**config.mk**
```make
export PLATFORM = sky130hd
export DESIGN_NAME = integer_pixel_upscale_clip_writer
export DESIGN_NICKNAME = d
export VERILOG_FILES = /design/src/rtl/ipu_pkg.sv /design/src/rtl/ipu_front.sv /design/src/rtl/ipu_queue.sv /design/src/rtl/ipu_back.sv /design/src/rtl/integer_pixel_upscale_clip_writer.sv
export SDC_FILE = /design/constraint.sdc
export NUM_CORES = 1
export LEC_CHECK = 0
export BUFFER_PORTS_ARGS = -buffer_cell sky130_fd_sc_hd__buf_2
export CAP_MARGIN = 0
export CORE_ASPECT_RATIO = 2
export CORE_MARGIN = 2
export CORE_UTILIZATION = 45
export CTS_BUF_LIST = sky130_fd_sc_hd__clkbuf_16
export DETAILED_ROUTE_END_ITERATION = 7
export SLEW_MARGIN = 20
export SYNTH_ARGS = -nofsm -noshare
export SYNTH_HDL_FRONTEND = slang
export SYNTH_SLANG_ARGS = --single-unit
```
**constraint.sdc**
```tcl
create_clock -name aclk -period 10.3 [get_ports aclk]
set_input_delay 0 -clock aclk [delete_from_list [all_inputs] [get_ports aclk]]
set_output_delay 0 -clock aclk [all_outputs]
set_load 0.03 [all_outputs]
```
**src/rtl/ipu_pkg.sv**
```systemverilog
// Shared types, constants and register codes for the integer pixel upscaler.
// Used by every module under rtl/ except ipu_checker; depends on nothing else.
`default_nettype none

package ipu_pkg;

    // Fixed field widths of the ports
    localparam int PIX_W   = 32;
    localparam int IDX_W   = 22;
    localparam int COORD_W = 12;
    localparam int CFG_W   = 12;
    localparam int REGI_W  = 3;

    // Default build parameters
    localparam int DEF_SRC_WIDTH       = 640;
    localparam int DEF_SRC_HEIGHT      = 400;
    localparam int DEF_MAX_SCALE       = 4;
    localparam int DEF_MAX_SCREEN_SIDE = 2048;
    localparam int DEF_QUEUE_DEPTH     = 4;

    // Register reset values
    localparam logic [2:0]        RST_SCALE  = 3'd2;
    localparam logic [CFG_W-1:0]  RST_WIDTH  = 12'd1024;
    localparam logic [CFG_W-1:0]  RST_HEIGHT = 12'd768;

    // Configuration register indexes
    typedef enum logic [REGI_W-1:0] {
        REG_SCALE         = 3'd0,
        REG_OFFSET_X      = 3'd1,
        REG_OFFSET_Y      = 3'd2,
        REG_SCREEN_WIDTH  = 3'd3,
        REG_SCREEN_HEIGHT = 3'd4
    } ipu_reg_e;

    // Raw register contents as written
    typedef struct packed {
        logic [2:0]              scale;
        logic signed [CFG_W-1:0] offset_x;
        logic signed [CFG_W-1:0] offset_y;
        logic [CFG_W-1:0]        screen_width;
        logic [CFG_W-1:0]        screen_height;
    } ipu_cfg_t;

    // One queued block job: clipped window of one source pixel
    typedef struct packed {
        logic [PIX_W-1:0]   pixel;
        logic [COORD_W-1:0] x_first;
        logic [COORD_W-1:0] x_last;
        logic [COORD_W-1:0] y_first;
        logic [COORD_W-1:0] y_last;
        logic [COORD_W-1:0] stride;
        logic [IDX_W-1:0]   row_base;
    } ipu_job_t;

endpackage

`default_nettype wire

```
**src/rtl/ipu_front.sv**
```systemverilog
// Front end: accepts source pixels, tracks the source position, clips the
// scaled block against the screen and hands non-empty jobs on. Uses ipu_pkg.
`default_nettype none

module ipu_front
    import ipu_pkg::*;
#(
    parameter int SRC_WIDTH       = DEF_SRC_WIDTH,
    parameter int SRC_HEIGHT      = DEF_SRC_HEIGHT,
    parameter int MAX_SCALE       = DEF_MAX_SCALE,
    parameter int MAX_SCREEN_SIDE = DEF_MAX_SCREEN_SIDE
) (
    input  wire logic             aclk,
    input  wire logic             aresetn,
    input  wire ipu_cfg_t         cfg,
    input  wire logic             s_tvalid,
    output logic                  s_tready,
    input  wire logic [PIX_W-1:0] s_tdata,
    output logic                  job_valid,
    input  wire logic             job_ready,
    output ipu_job_t              job_data
);

    localparam int CW      = (SRC_WIDTH > 1) ? $clog2(SRC_WIDTH) : 1;
    localparam int RW      = (SRC_HEIGHT > 1) ? $clog2(SRC_HEIGHT) : 1;
    localparam int SCW     = $clog2(MAX_SCALE + 1);
    localparam int SRC_MAX = (SRC_WIDTH > SRC_HEIGHT) ? SRC_WIDTH : SRC_HEIGHT;
    localparam int DW      = $clog2(SRC_MAX * MAX_SCALE + 4096) + 1;

    logic [CW-1:0] col_reg, col_next;
    logic [RW-1:0] row_reg, row_next;

    logic           a_valid_reg, a_valid_next;
    ipu_job_t       a_job_reg, a_job_next;

    logic [SCW-1:0]     s_eff;
    logic [COORD_W-1:0] w_eff, h_eff;
    logic [CW+SCW-1:0]  prod_x;
    logic [RW+SCW-1:0]  prod_y;
    logic signed [DW-1:0] bx, bx_end, by, by_end, w_s, h_s;
    logic signed [DW-1:0] x0, x1, y0, y1;
    logic               hit_x, hit_y, accept;
    logic [2*COORD_W-1:0] base_prod;

    // Effective scale and screen sides
    always_comb begin
        if (cfg.scale == 3'd0) begin
            s_eff = SCW'(1);
        end else if (int'(cfg.scale) > MAX_SCALE) begin
            s_eff = SCW'(MAX_SCALE);
        end else begin
            s_eff = SCW'(cfg.scale);
        end
        w_eff = (int'(cfg.screen_width) > MAX_SCREEN_SIDE) ?
                COORD_W'(MAX_SCREEN_SIDE) : cfg.screen_width;
        h_eff = (int'(cfg.screen_height) > MAX_SCREEN_SIDE) ?
                COORD_W'(MAX_SCREEN_SIDE) : cfg.screen_height;
    end

    // Block placement and clip window; a zero screen side keeps nothing
    always_comb begin
        prod_x = (CW+SCW)'(col_reg) * (CW+SCW)'(s_eff);
        prod_y = (RW+SCW)'(row_reg) * (RW+SCW)'(s_eff);
        bx     = $signed(DW'(prod_x)) + DW'(cfg.offset_x);
        by     = $signed(DW'(prod_y)) + DW'(cfg.offset_y);
        bx_end = bx + $signed(DW'(s_eff));
        by_end = by + $signed(DW'(s_eff));
        w_s    = $signed(DW'(w_eff));
        h_s    = $signed(DW'(h_eff));
        hit_x  = (bx_end > 0) && (bx < w_s) && (w_s > 0);
        hit_y  = (by_end > 0) && (by < h_s) && (h_s > 0);
        x0     = (bx < 0) ? '0 : bx;
        y0     = (by < 0) ? '0 : by;
        x1     = (bx_end > w_s) ? w_s : bx_end;
        y1     = (by_end > h_s) ? h_s : by_end;
    end

    assign s_tready = !a_valid_reg || job_ready;
    assign accept   = s_tvalid && s_tready;

    // Source position counters and job register
    always_comb begin
        col_next     = col_reg;
        row_next     = row_reg;
        a_valid_next = a_valid_reg;
        a_job_next   = a_job_reg;
        if (accept) begin
            if (col_reg == CW'(SRC_WIDTH - 1)) begin
                col_next = '0;
                row_next = (row_reg == RW'(SRC_HEIGHT - 1)) ? '0 : row_reg + RW'(1);
            end else begin
                col_next = col_reg + CW'(1);
            end
            // fully clipped pixels are dropped here
            a_valid_next       = hit_x && hit_y;
            a_job_next.pixel   = s_tdata;
            a_job_next.x_first = COORD_W'(x0);
            a_job_next.x_last  = COORD_W'(x1 - DW'(1));
            a_job_next.y_first = COORD_W'(y0);
            a_job_next.y_last  = COORD_W'(y1 - DW'(1));
            a_job_next.stride  = w_eff;
            a_job_next.row_base = '0;
        end else if (job_ready) begin
            a_valid_next = 1'b0;
        end
    end

    always_ff @(posedge aclk) begin
        if (!aresetn) begin
            col_reg     <= '0;
            row_reg     <= '0;
            a_valid_reg <= 1'b0;
        end else begin
            col_reg     <= col_next;
            row_reg     <= row_next;
            a_valid_reg <= a_valid_next;
        end
        a_job_reg <= a_job_next;
    end

    // First row offset into the framebuffer
    always_comb begin
        base_prod          = a_job_reg.y_first * a_job_reg.stride;
        job_data           = a_job_reg;
        job_data.row_base  = base_prod[IDX_W-1:0];
    end

    assign job_valid = a_valid_reg;

endmodule

`default_nettype wire

```
**src/rtl/ipu_queue.sv**
```systemverilog
// Short job queue between the front end and the write walker.
// Register-based ring buffer; uses ipu_pkg for the job type.
`default_nettype none

module ipu_queue
    import ipu_pkg::*;
#(
    parameter int DEPTH = DEF_QUEUE_DEPTH
) (
    input  wire logic     aclk,
    input  wire logic     aresetn,
    input  wire logic     in_valid,
    output logic          in_ready,
    input  wire ipu_job_t in_data,
    output logic          out_valid,
    input  wire logic     out_ready,
    output ipu_job_t      out_data
);

    localparam int AW = (DEPTH > 1) ? $clog2(DEPTH) : 1;
    localparam int NW = $clog2(DEPTH + 1);

    ipu_job_t      mem_reg [DEPTH];
    logic [AW-1:0] wr_ptr_reg, wr_ptr_next;
    logic [AW-1:0] rd_ptr_reg, rd_ptr_next;
    logic [NW-1:0] count_reg, count_next;
    logic          push, pop;

    assign in_ready  = (count_reg != NW'(DEPTH));
    assign out_valid = (count_reg != '0);
    assign out_data  = mem_reg[rd_ptr_reg];
    assign push      = in_valid && in_ready;
    assign pop       = out_valid && out_ready;

    // Pointer and fill count update
    always_comb begin
        wr_ptr_next = wr_ptr_reg;
        rd_ptr_next = rd_ptr_reg;
        count_next  = count_reg;
        if (push) begin
            wr_ptr_next = (wr_ptr_reg == AW'(DEPTH - 1)) ? '0 : wr_ptr_reg + AW'(1);
        end
        if (pop) begin
            rd_ptr_next = (rd_ptr_reg == AW'(DEPTH - 1)) ? '0 : rd_ptr_reg + AW'(1);
        end
        if (push && !pop) begin
            count_next = count_reg + NW'(1);
        end else if (pop && !push) begin
            count_next = count_reg - NW'(1);
        end
    end

    always_ff @(posedge aclk) begin
        if (!aresetn) begin
            wr_ptr_reg <= '0;
            rd_ptr_reg <= '0;
            count_reg  <= '0;
        end else begin
            wr_ptr_reg <= wr_ptr_next;
            rd_ptr_reg <= rd_ptr_next;
            count_reg  <= count_next;
        end
        if (push) begin
            mem_reg[wr_ptr_reg] <= in_data;
        end
    end

endmodule

`default_nettype wire

```
**src/rtl/ipu_back.sv**
```systemverilog
// Write walker: steps through one job's clipped window, one framebuffer write
// per cycle unless stalled, into a registered output stage. Uses ipu_pkg.
`default_nettype none

module ipu_back
    import ipu_pkg::*;
(
    input  wire logic             aclk,
    input  wire logic             aresetn,
    input  wire logic             job_valid,
    output logic                  job_ready,
    input  wire ipu_job_t         job_data,
    output logic                  m_tvalid,
    input  wire logic             m_tready,
    output logic [IDX_W-1:0]      m_index,
    output logic [PIX_W-1:0]      m_pixel,
    output logic                  m_tlast
);

    logic               busy_reg, busy_next;
    ipu_job_t           job_reg, job_next;
    logic [COORD_W-1:0] cx_reg, cx_next, cy_reg, cy_next;
    logic [IDX_W-1:0]   base_reg, base_next;
    logic               ov_reg, ov_next, ol_reg, ol_next;
    logic [IDX_W-1:0]   oi_reg, oi_next;
    logic [PIX_W-1:0]   op_reg, op_next;
    logic               step, end_x, end_y, finish;

    assign step      = busy_reg && (!ov_reg || m_tready);
    assign end_x     = (cx_reg == job_reg.x_last);
    assign end_y     = (cy_reg == job_reg.y_last);
    assign finish    = step && end_x && end_y;
    assign job_ready = !busy_reg || finish;

    // Window walk: rows outer, columns inner
    always_comb begin
        busy_next = busy_reg;
        job_next  = job_reg;
        cx_next   = cx_reg;
        cy_next   = cy_reg;
        base_next = base_reg;
        ov_next   = ov_reg;
        oi_next   = oi_reg;
        op_next   = op_reg;
        ol_next   = ol_reg;

        if (step) begin
            ov_next = 1'b1;
            oi_next = base_reg + IDX_W'(cx_reg);
            op_next = job_reg.pixel;
            ol_next = end_x && end_y;
            if (end_x) begin
                cx_next   = job_reg.x_first;
                cy_next   = cy_reg + COORD_W'(1);
                base_next = base_reg + IDX_W'(job_reg.stride);
            end else begin
                cx_next = cx_reg + COORD_W'(1);
            end
        end else if (m_tready) begin
            ov_next = 1'b0;
        end

        // load next job, possibly in the cycle the current one ends
        if (job_valid && job_ready) begin
            busy_next = 1'b1;
            job_next  = job_data;
            cx_next   = job_data.x_first;
            cy_next   = job_data.y_first;
            base_next = job_data.row_base;
        end else if (finish) begin
            busy_next = 1'b0;
        end
    end

    always_ff @(posedge aclk) begin
        if (!aresetn) begin
            busy_reg <= 1'b0;
            ov_reg   <= 1'b0;
        end else begin
            busy_reg <= busy_next;
            ov_reg   <= ov_next;
        end
        job_reg  <= job_next;
        cx_reg   <= cx_next;
        cy_reg   <= cy_next;
        base_reg <= base_next;
        oi_reg   <= oi_next;
        op_reg   <= op_next;
        ol_reg   <= ol_next;
    end

    assign m_tvalid = ov_reg;
    assign m_index  = oi_reg;
    assign m_pixel  = op_reg;
    assign m_tlast  = ol_reg;

endmodule

`default_nettype wire

```
**src/rtl/integer_pixel_upscale_clip_writer.sv**
```systemverilog
// Integer nearest-neighbor upscaler, framebuffer write side.
// Pixels enter in raster order on s_*; every source pixel becomes a clipped
// scale-by-scale block of writes on m_*, rows outer and columns inner, with
// tlast on the final write of the pixel. A pixel that is clipped away gives
// no writes. The front end takes one pixel per cycle while its queue has
// room; the write walker emits one write per cycle unless m_tready stalls
// it, so an unclipped pixel gives scale*scale writes (4 at the reset scale of
// 2) through its single output stage. A taken pixel passes the front-end job
// register, the queue and the walker's job register before its first write.
// The user must write configuration on cfg_* only while the block is idle;
// the block does not enforce it. Depends on ipu_pkg, ipu_front, ipu_queue, ipu_back.
`default_nettype none

module integer_pixel_upscale_clip_writer
    import ipu_pkg::*;
#(
    parameter int SRC_WIDTH       = DEF_SRC_WIDTH,
    parameter int SRC_HEIGHT      = DEF_SRC_HEIGHT,
    parameter int MAX_SCALE       = DEF_MAX_SCALE,
    parameter int MAX_SCREEN_SIDE = DEF_MAX_SCREEN_SIDE,
    parameter int QUEUE_DEPTH     = DEF_QUEUE_DEPTH
) (
    input  wire logic              aclk,
    input  wire logic              aresetn,
    input  wire logic              cfg_we,
    input  wire logic [REGI_W-1:0] cfg_index,
    input  wire logic [CFG_W-1:0]  cfg_data,
    input  wire logic              s_tvalid,
    output logic                   s_tready,
    input  wire logic [31:0]       s_tdata,   // [31:0] pixel_value
    output logic                   m_tvalid,
    input  wire logic              m_tready,
    output logic [55:0]            m_tdata,   // [21:0] fb_index, [53:22] fb_pixel, zero
    output logic                   m_tlast    // last_copy
);

    ipu_cfg_t cfg_reg, cfg_next;
    logic     fj_valid, fj_ready, bj_valid, bj_ready;
    ipu_job_t fj_data, bj_data;
    logic [IDX_W-1:0] m_index;
    logic [PIX_W-1:0] m_pixel;

    // Register file write decode
    always_comb begin
        cfg_next = cfg_reg;
        if (cfg_we) begin
            unique case (ipu_reg_e'(cfg_index))
                REG_SCALE:         cfg_next.scale         = cfg_data[2:0];
                REG_OFFSET_X:      cfg_next.offset_x      = $signed(cfg_data);
                REG_OFFSET_Y:      cfg_next.offset_y      = $signed(cfg_data);
                REG_SCREEN_WIDTH:  cfg_next.screen_width  = cfg_data;
                REG_SCREEN_HEIGHT: cfg_next.screen_height = cfg_data;
                default:           cfg_next = cfg_reg;
            endcase
        end
    end

    always_ff @(posedge aclk) begin
        if (!aresetn) begin
            cfg_reg.scale         <= RST_SCALE;
            cfg_reg.offset_x      <= '0;
            cfg_reg.offset_y      <= '0;
            cfg_reg.screen_width  <= RST_WIDTH;
            cfg_reg.screen_height <= RST_HEIGHT;
        end else begin
            cfg_reg <= cfg_next;
        end
    end

    ipu_front #(
        .SRC_WIDTH      (SRC_WIDTH),
        .SRC_HEIGHT     (SRC_HEIGHT),
        .MAX_SCALE      (MAX_SCALE),
        .MAX_SCREEN_SIDE(MAX_SCREEN_SIDE)
    ) u_front (
        .aclk     (aclk),
        .aresetn  (aresetn),
        .cfg      (cfg_reg),
        .s_tvalid (s_tvalid),
        .s_tready (s_tready),
        .s_tdata  (s_tdata),
        .job_valid(fj_valid),
        .job_ready(fj_ready),
        .job_data (fj_data)
    );

    ipu_queue #(
        .DEPTH(QUEUE_DEPTH)
    ) u_queue (
        .aclk     (aclk),
        .aresetn  (aresetn),
        .in_valid (fj_valid),
        .in_ready (fj_ready),
        .in_data  (fj_data),
        .out_valid(bj_valid),
        .out_ready(bj_ready),
        .out_data (bj_data)
    );

    ipu_back u_back (
        .aclk     (aclk),
        .aresetn  (aresetn),
        .job_valid(bj_valid),
        .job_ready(bj_ready),
        .job_data (bj_data),
        .m_tvalid (m_tvalid),
        .m_tready (m_tready),
        .m_index  (m_index),
        .m_pixel  (m_pixel),
        .m_tlast  (m_tlast)
    );

    assign m_tdata = {2'b00, m_pixel, m_index};

endmodule

`default_nettype wire

```
==> reports/metrics.cfg, run 1 <==
[power]
power_w=0.01080
p_leak_nw=16.84
ir_drop_uv=273.9
p_per_area_nw_per_um2=240.0

[worst_setup_path]
cp-start-kind=flop
end_kind=flop
crit_fanout=24
cp.required_ns=10.69
cp_slowest_cell=dfxtp_1
worst_ep_arrival_time_ns=9.13
worstSetupPathType=flop to flop
slowest_delay_ns=0.57

[placed_design]
placed_cells=4158
post-place-ws_ns=1.580
dp_hpwl_um=59560
port_buffers=108
place_congestion=0.8761

[synthesis]
yosysSeqAreaShare=0.5850
yosys_warnings=0
synth_area_per_cell_um2=13.61
synth.distinct_cells=95
yosysMostFrequentCell=edfxtp_1
synthTopCellsByCount=729 x edfxtp_1, 380 x nand2_1, 233 x inv_1
synth_top_area_frac=0.5442
ys.flop_type=edfxtp_1
ys_top_cells_by_area=edfxtp_1 54%, mux4_2 6.4%, fa_1 6.1%, ha_1 5.9%, dfxtp_1 4.1%
syn_inst=2956
synthArstFlopShare=0
synth_area_leader_cell=edfxtp_1
synth_area_um2=40230
synth_edf_count=729
synth_seq_cells=811

[timing]
fmax_mhz=114.3
setup_ws_ns=1.553
final_hold_viol_count=0
fin_crit_ns=8.747
rsz0062_at_grt=false
tightest_slew_ns=1.001
relSlewSlack=0.3255
tns_ns=0
post-route-period-util=0.8493
slew_viol_final=0
finalSetupViolCount=0
skew_ns=0.02074

[route]
drc=0
vias=23454
first_pass_iters=5
drt-vias-per-instance=5.389
drtIter0Drc=1717
wl_per_cell_um=20.21
postRouteWirelength_um=87960
drtAntennaViolNets=0

[cts]
insertion_delay_ns=0.66
clock-root-buffer=clkbuf_16
cts.reportedPaths.clkPinSlew_ns=0.07
clockBufferDepth=3
numCtsBuffers=74
cts_tree=built
htreeDepth=3
cts_resized=0
cts.sinks=811

[global_route]
grt_pass1_vias=23963
grt_max_degree=87
grt_pass1_wl_um=136600
antenna_found_initial=0
grt_usage=0.1942
grt-ovfl-total=0

[run]
cap_viol_max_count=0

[final_layout]
antenna_cells=0
area_growth_pct=11.92
multi_input_area_um2=15380
largest_register_ffs=456
fillers=7700
drive_gt1_frac=0.1294
ff_latch_area_um2=23540
post-route-util=0.5069
final_nets=3478
final_cells=4352

[floorplan]
chipHeight_um=426.8
fp.dieW_um=215.4
num_rows=155
dieArea_um2=91950
start_util=0.4529
coreArea_um2=88820
io_pins=111

[worst_hold_path]
worst_hold_path_type=input port to flop

[outcome]
status=finished, final reports clean

-- routing by layer --
layer  vias to the layer above  part of all wire  routed length [um]  track usage
met3                       117             0.041                3563      0.02799
li1                      10920                 -                   -            -
met1                     11895              0.43               37480       0.2519
met2                       522              0.50               44200       0.3339
met4                         0             0.031                2720      0.06747
met5                         -                 0                   0            0
-- final cells by class --
cell class / instances / share of cell area
sequential: 811 / 0.5228
multi-input combinational: 1801 / 0.3417
clock buffer: 75 / 0.04168
tap: 1177 / 0.03271
timing repair buffer: 190 / 0.02885
inverter: 236 / 0.01979
clock inverter: 62 / 0.01245
-- power breakdown --
| part | total, W | switching [W] | leakage (nW) | internal [W] |
|---|---|---|---|---|
| Combinational | 0.00309 | 0.00183 | 8.17 | 0.00126 |
| Sequential | 0.00496 | 0.000421 | 7.45 | 0.00454 |
| Clock | 0.00276 | 0.00125 | 1.23 | 0.00151 |
-- cell families after synthesis --
group | Yosys count | synth area share
AOI/OAI and AO/OA | 372 | 0.05788
xor gates and xnor gates | 194 | 0.04345
adders and majority gates | 312 | 0.1200
buffers and inverters | 345 | 0.03325
DFF | 811 | 0.5850
muxes | 140 | 0.07042
other | 1 | 0.00009322
and+or+nand+nor | 781 | 0.08992
-- metrics by stage --
step | area [um^2] | hold WS (ns)
after floorplan | 40230 | 0.09887
after global placement | 42020 | 0.1777
after detailed placement | 42020 | 0.1784
after CTS | 45020 | 0.005383
after global routing | 45020 | 0.02852
final | 45020 | 0.06022
-- layout by cell type (no fill, tap or decap), types with 29 or more instances in the layout --
master,count
edfxtp_1,729
nand2_1,380
inv_1,245
ha_1,189
a21oi_1,135
nor2_1,129
xnor2_1,124
fa_1,123
mux4_2,114
buf_2,108
o21ai_0,93
dfxtp_1,80
clkbuf_16,75
xor2_1,65
and2_1,65
dlygate4sd3_1,57
nand3_1,33
nor3_1,32
nor2b_1,31
a21o_1,29
-- worst max-delay path, delay by kind of cell, from the launching register on --
kind | cells | cell delay, ns
AOI/OAI and AO/OA | 10 | 1.69
muxes | 1 | 0.28
DFF | 1 | 0.57
xor gates and xnor gates | 3 | 0.49
adders and majority gates | 6 | 2.19
and+or+nand+nor | 13 | 2.46
buffers and inverters | 4 | 0.78
-- path summary, 6_finish.rpt --
kind / start / end / slack [ns] / depth (start not counted)
setup / recovery: cfg_reg[50] / u_front.job_data[64] / 1.55 / 37
hold reg to reg: u_back.job_reg[92] / u_back.m_pixel[10] / 0.41 / 0
hold / removal: s_tdata[9] / u_front.job_data[91] / 0.06 / 2
setup reg to reg: cfg_reg[50] / u_front.job_data[64] / 1.55 / 37
-- what timing repair did --
action / CTS / global route
hold buffers: 57 / 0
setup buffers: 0 / 0
hold endpoints to repair: 94 / 0
No activity file was read; power rests on OpenSTA's default activity.
==> run 2, diff against run 1 <==
clock period = 7.7 ns   (was 10.3 ns; I/O delays follow)
==> reports/metrics.cfg, run 2 (synthesized netlist as in run 1, its figures left out) <==
[floorplan]
chipHeight_um=426.8  ; unchanged
dieArea_um2=91950  ; unchanged
num_rows=155  ; unchanged
coreArea_um2=88820  ; unchanged
io_pins=111  ; unchanged
fp.dieW_um=215.4  ; unchanged
start_util=0.4529  ; unchanged

[global_route]
grt_pass1_vias=24160  ; +0.82%
busiest_layer=met2
use_met3=0.02799  ; unchanged
grt_pass1_wl_um=137100  ; +0.32%
grt_max_degree=84  ; -3.4%
grt-ovfl-total=0  ; unchanged
use_met2=0.3419  ; +0.007957
grt_usage=0.1943  ; about the same
antenna_found_initial=0  ; unchanged
met1_usage=0.2452  ; -0.006682

[timing]
relSlewSlack=0.3118  ; -0.01374
skew_ns=0.03016  ; +0.009427 ns
final_hold_viol_count=0  ; unchanged
setup_ws_ns=0.4043  ; -1.148 ns
slew_viol_final=0  ; unchanged
post-route-period-util=0.9475  ; +0.09823
tightest_slew_ns=1.026  ; +0.02485 ns
tns_ns=0  ; unchanged
fin_crit_ns=7.296  ; -1.452 ns
finalSetupViolCount=0  ; unchanged
fmax_mhz=137.1  ; +20%

[route]
wl_per_cell_um=20.11  ; -0.51%
drc=0  ; unchanged
drtIter0Drc=1543  ; -10%
drt-vias-per-instance=5.366  ; -0.43%
vias=23498  ; +0.19%
postRouteWirelength_um=88060  ; +0.11%
drtAntennaViolNets=0  ; unchanged
first_pass_iters=5  ; unchanged

[placed_design]
placed_cells=4176  ; +0.43%
dp_hpwl_um=59400  ; -0.27%
place_congestion=0.8976  ; +2.5%
port_buffers=108  ; unchanged
post-place-ws_ns=0.07518  ; -1.505 ns

[worst_hold_path]
whs_path_depth=2  ; unchanged
worst_hold_path_type=input port to flop

[outcome]
status=finished, final reports clean

[power]
p_leak_nw=17.07  ; +1.3%
power_w=0.01462  ; +35%
ir_drop_uv=402.1  ; +47%
p_per_area_nw_per_um2=321.8  ; +34%

[worst_setup_path]
worst_ep_arrival_time_ns=7.71  ; -1.42 ns
end_kind=flop
cp.required_ns=8.11  ; -2.58 ns
cp_slowest_cell=fa_1
cp-start-kind=flop
slowest_delay_ns=0.54  ; -0.03 ns
worstSetupPathType=flop to flop
crit_fanout=9  ; -63%
rr_worst_depth=31  ; -16%

[run]
cap_viol_max_count=0  ; unchanged

[final_layout]
fillers=7613  ; -1.1%
final_cells=4379  ; +0.62%
multi_input_area_um2=15470  ; +0.56%
drive_gt1_frac=0.1424  ; +0.01296
area_growth_pct=12.96
final_nets=3505  ; +0.78%
antenna_cells=0  ; unchanged
layout_common_cells=729 x edfxtp_1, 380 x nand2_1, 246 x inv_1, 187 x ha_1, 130 x a21oi_1
largest_register_ffs=456  ; unchanged
layout_commonest_cell=edfxtp_1
ff_latch_area_um2=23540  ; about the same

[cts]
clockBufferDepth=3  ; unchanged
cts.sinks=811  ; unchanged
cts.reportedPaths.clkPinSlew_ns=0.07  ; about the same
cts_tree=built
clock-root-buffer=clkbuf_16
insertion_delay_ns=0.65  ; about the same
numCtsBuffers=76  ; +2.7%
htreeDepth=3  ; unchanged

==> run 2: per-stage QoR <==
| stage | utilization | hold slack [ns] | area, um^2 |
|---|---|---|---|
| final | 0.5116 | 0.06106 | 45440 |
| after global routing | 0.5116 | 0.03372 | 45440 |
| after CTS | 0.5101 | 0.009196 | 45310 |
| after detailed placement | 0.4747 | 0.1781 | 42160 |
| after global placement | 0.4747 | 0.1761 | 42160 |
| after floorplan | - | 0.09887 | 40230 |
==> run 2: final timing paths <==
path                 startpoint                     to  slack, ns
max reg2reg         cfg_reg[50]   u_front.job_data[44]       0.40
max                 cfg_reg[50]   u_front.job_data[44]       0.40
min reg2reg  u_back.job_reg[92]     u_back.m_pixel[10]       0.42
min                 s_tdata[30]  u_front.job_data[112]       0.06
==> run 2: critical path: cells and delay by family, from the launching register on <==
kind                     cells  cell delay [ns]
buffers and inverters        3             0.43
multiplexers                 2             0.53
AND/OR/NAND/NOR              8             1.77
flip-flops                   1             0.40
adder cells (fa/ha/maj)      5             1.71
AO/OA/AOI/OAI                9             1.62
XOR/XNOR                     4             0.61
==> run 2: area by class of cell <==
type / instances / share of cell area
Clock buffer: 76 / 0.04185
Clock inverter: 63 / 0.01437
Inverter: 236 / 0.01961
Multi-Input combinational cell: 1801 / 0.3405
Sequential cell: 811 / 0.5181
Tap cell: 1177 / 0.03241
Timing Repair Buffer: 215 / 0.03318
==> run 2: routing by layer <==
metal | vias to the layer above | wire [um]
met1 | 11868 | 37010
met5 | - | 0
li1 | 10964 | -
met3 | 148 | 3482
met4 | 0 | 2611
met2 | 518 | 44950
==> run 2: report_power, final <==
group / switching, W / internal [W] / total [W]
Sequential: 0.000549 / 0.00607 / 0.00661
Combinational: 0.00247 / 0.00171 / 0.00418
Clock: 0.00166 / 0.00217 / 0.00383
==> run 2: repair_timing <==
item | 4_1_cts | 5_1_grt
buffers inserted | 0 | 5
gates resized for setup | 0 | 24
endpoints found under the setup margin | 0 | 10
hold buffers | 59 | 0
endpoints found under the hold margin | 94 | 0
==> run 3, diff against run 2 <==
CELL_PAD_IN_SITES_DETAIL_PLACEMENT = 2   (was default)
CELL_PAD_IN_SITES_GLOBAL_PLACEMENT = 2   (was default)
CORE_UTILIZATION = 41   (was 45)
PLACE_DENSITY_LB_ADDON = 0.1   (was default)
==> reports/metrics.cfg, run 3 (synthesized netlist as in run 1, its figures left out) <==
[outcome]
status=finished, final reports clean

[worst_setup_path]
cp-start-kind=flop
worstSetupPathType=flop to flop
rr_worst_depth=32  ; +3.2%
cp_slowest_cell=fa_1
worst_ep_arrival_time_ns=7.68  ; -0.03 ns
slowest_delay_ns=0.52  ; -0.02 ns
timing.rr.end=u_front.job_data[44]
end_kind=flop
cp.required_ns=8.11  ; about the same
rrSetupSlack_ns=0.43  ; +0.03 ns
r2r_start=cfg_reg[50]
crit_fanout=12  ; +3

[power]
netSwitchingPower_w=0.005202  ; +11%
seq_power_share=0.439  ; -0.013
ir_drop_uv=184.0  ; -54%
clkPwrFrac=0.256  ; -0.006
p_per_area_nw_per_um2=330.2  ; +2.6%
p_int_w=0.009928  ; -0.16%
p_leak_nw=17.20  ; +0.77%
combPwrFrac=0.305  ; +0.019
p_sw_frac=0.3438  ; +0.02381

[timing]
relSlewSlack=0.2241  ; -0.08764
tightest_slew_ns=1.152  ; +0.1256 ns
fmax_mhz=137.6  ; +0.42%
finalSetupViolCount=0  ; unchanged
skew_ns=0.03603  ; +0.005871 ns
rsz0062_at_grt=true
slew_viol_final=0  ; unchanged
final_hold_viol_count=0  ; unchanged
fin_crit_ns=7.265  ; -0.03055 ns
post-route-period-util=0.9435  ; -0.003967

[floorplan]
dieArea_um2=100800  ; +9.6%
io_pins=111  ; unchanged
chipHeight_um=447.0  ; +4.7%
num_rows=162  ; +4.5%
coreArea_um2=97290  ; +9.5%
fp.dieW_um=225.5  ; +4.7%
start_util=0.4135  ; -0.03943

[global_route]
grt_usage=0.2337  ; +0.03942
antenna_found_initial=1  ; +1
grt-ovfl-total=0  ; unchanged
grt_max_degree=88  ; +4.8%
grt_pass1_wl_um=173800  ; +27%
grt_pass1_vias=28644  ; +19%

[final_layout]
post-route-util=0.4710  ; -0.04058
design_area_um2=45830  ; +0.85%
largest_register_ffs=456  ; unchanged
final_nets=3530  ; +0.71%
layout_commonest_cell=edfxtp_1
area_growth_pct=13.92
layout_common_cells=729 x edfxtp_1, 379 x nand2_1, 245 x inv_1, 186 x ha_1, 127 x a21oi_1
drive_gt1_frac=0.1498  ; +0.007388

[placed_design]
port_buffers=108  ; unchanged
place_congestion=0.8999  ; +0.26%
dpl-instance-area_um2=42320  ; +0.38%
dp_hpwl_um=80770  ; +36%

[cts]
clockBufferDepth=3  ; unchanged
htreeDepth=3  ; unchanged
numCtsBuffers=77  ; +1.3%
cts_tree=built
insertion_delay_ns=0.69  ; +0.04 ns
cts.reportedPaths.clkPinSlew_ns=0.06  ; about the same
clock-root-buffer=clkbuf_16
cts.sinks=811  ; unchanged

[route]
wl_per_cell_um=25.71  ; +28%
first_pass_iters=4  ; -1
drt-vias-per-instance=5.502  ; +2.5%
drtAntennaViolNets=0  ; unchanged
vias=24549  ; +4.5%
drc=0  ; unchanged
postRouteWirelength_um=114700  ; +30%
drtIter0Drc=1037  ; -33%

[worst_hold_path]
hold_path.startpoint=s_tdata[16]
worst_hold_path_type=input port to flop
whs_path_depth=2  ; unchanged
whs_endpoint=u_front.job_data[98]

[run]
cap_viol_max_count=0  ; unchanged

## run 3: worst max-delay path, delay by kind of cell (launching register included)
family | cells | cell delay (ns)
adder cells (fa/ha/maj) | 5 | 1.64
flip-flops | 1 | 0.33
multiplexers | 2 | 0.54
buffers and inverters | 4 | 0.58
AND/OR/NAND/NOR | 9 | 1.88
XOR/XNOR | 4 | 0.59
AO/OA/AOI/OAI | 8 | 1.44
## run 3: power groups by stage
| stage | Clock (W) | Combinational [W] | Sequential, W |
|---|---|---|---|
| 6_report | 0.00387 | 0.00461 | 0.00665 |
| 5_1_grt | 0.00411 | 0.00508 | 0.00672 |
| 4_1_cts | 0.00399 | 0.00470 | 0.00666 |
| 3_5_place_dp | 0 | 0.00459 | 0.00674 |
| 3_3_place_gp | 0 | 0.00430 | 0.00667 |
| 2_1_floorplan | 0 | 0.00298 | 0.00667 |
## run 3: area by class of cell
| class | instances | area (um^2) |
|---|---|---|
| clock buffers | 77 | 1927 |
| well taps | 1230 | 1539 |
| clock inverters | 67 | 625.6 |
| fillers | 9429 | 51470 |
| inverters | 236 | 890.9 |
| repair buffers | 239 | 1722 |
| flip-flops and latches | 811 | 23540 |
| diodes | 1 | 2.502 |
| multi-input cells | 1801 | 15580 |
## run 3: layer usage
layer | up-vias | share of wire | global-route usage | wire length, um
met5 | - | 0 | 0 | 0
met4 | 0 | 0.054 | 0.1192 | 6208
met3 | 255 | 0.024 | 0.02304 | 2807
met2 | 482 | 0.59 | 0.4797 | 67300
met1 | 12806 | 0.33 | 0.2225 | 38400
li1 | 11006 | - | - | -
## run 3: stage by stage
step / TNS [ns] / setup WS, ns / hold WS [ns] / cells / power, W
final: 0 / 0.4348 / 0.04280 / 4462 / 0.01513
after global routing: -0.2020 / -0.1049 / 0.03857 / 4462 / 0.01591
after CTS: 0 / 0.02180 / 0.002377 / 4453 / 0.01535
after detailed placement: -0.6584 / -0.2058 / 0.1797 / 4241 / 0.01133
after global placement: 0 / 0.04415 / 0.1774 / 4241 / 0.01097
after floorplan: 0 / 0.2084 / 0.09887 / 2957 / 0.009645
## run 3: timing repair
| action | in CTS | in global routing |
|---|---|---|
| hold buffers | 66 | 0 |
| buffers inserted | 2 | 8 |
| endpoints found under the setup margin | 6 | 11 |
| resized for setup | 7 | 36 |
| endpoints found under the hold margin | 121 | 0 |
| gates cloned | 0 | 0 |
| pin swaps | 1 | 8 |
## run 3: worst max-delay path by stage
| stage | start | end | slack, ns | cells after the start |
|---|---|---|---|---|
| after detailed placement | cfg_reg[50] | u_front.job_data[64] | -0.21 | 37 |
| final | cfg_reg[50] | u_front.job_data[44] | 0.43 | 32 |
| after global routing | cfg_reg[50] | u_front.job_data[64] | -0.10 | 38 |
| after global placement | cfg_reg[48] | u_front.job_data[44] | 0.04 | 33 |
| after floorplan | cfg_reg[49] | u_front.job_data[44] | 0.21 | 33 |
| after CTS | cfg_reg[50] | u_front.job_data[64] | 0.02 | 38 |
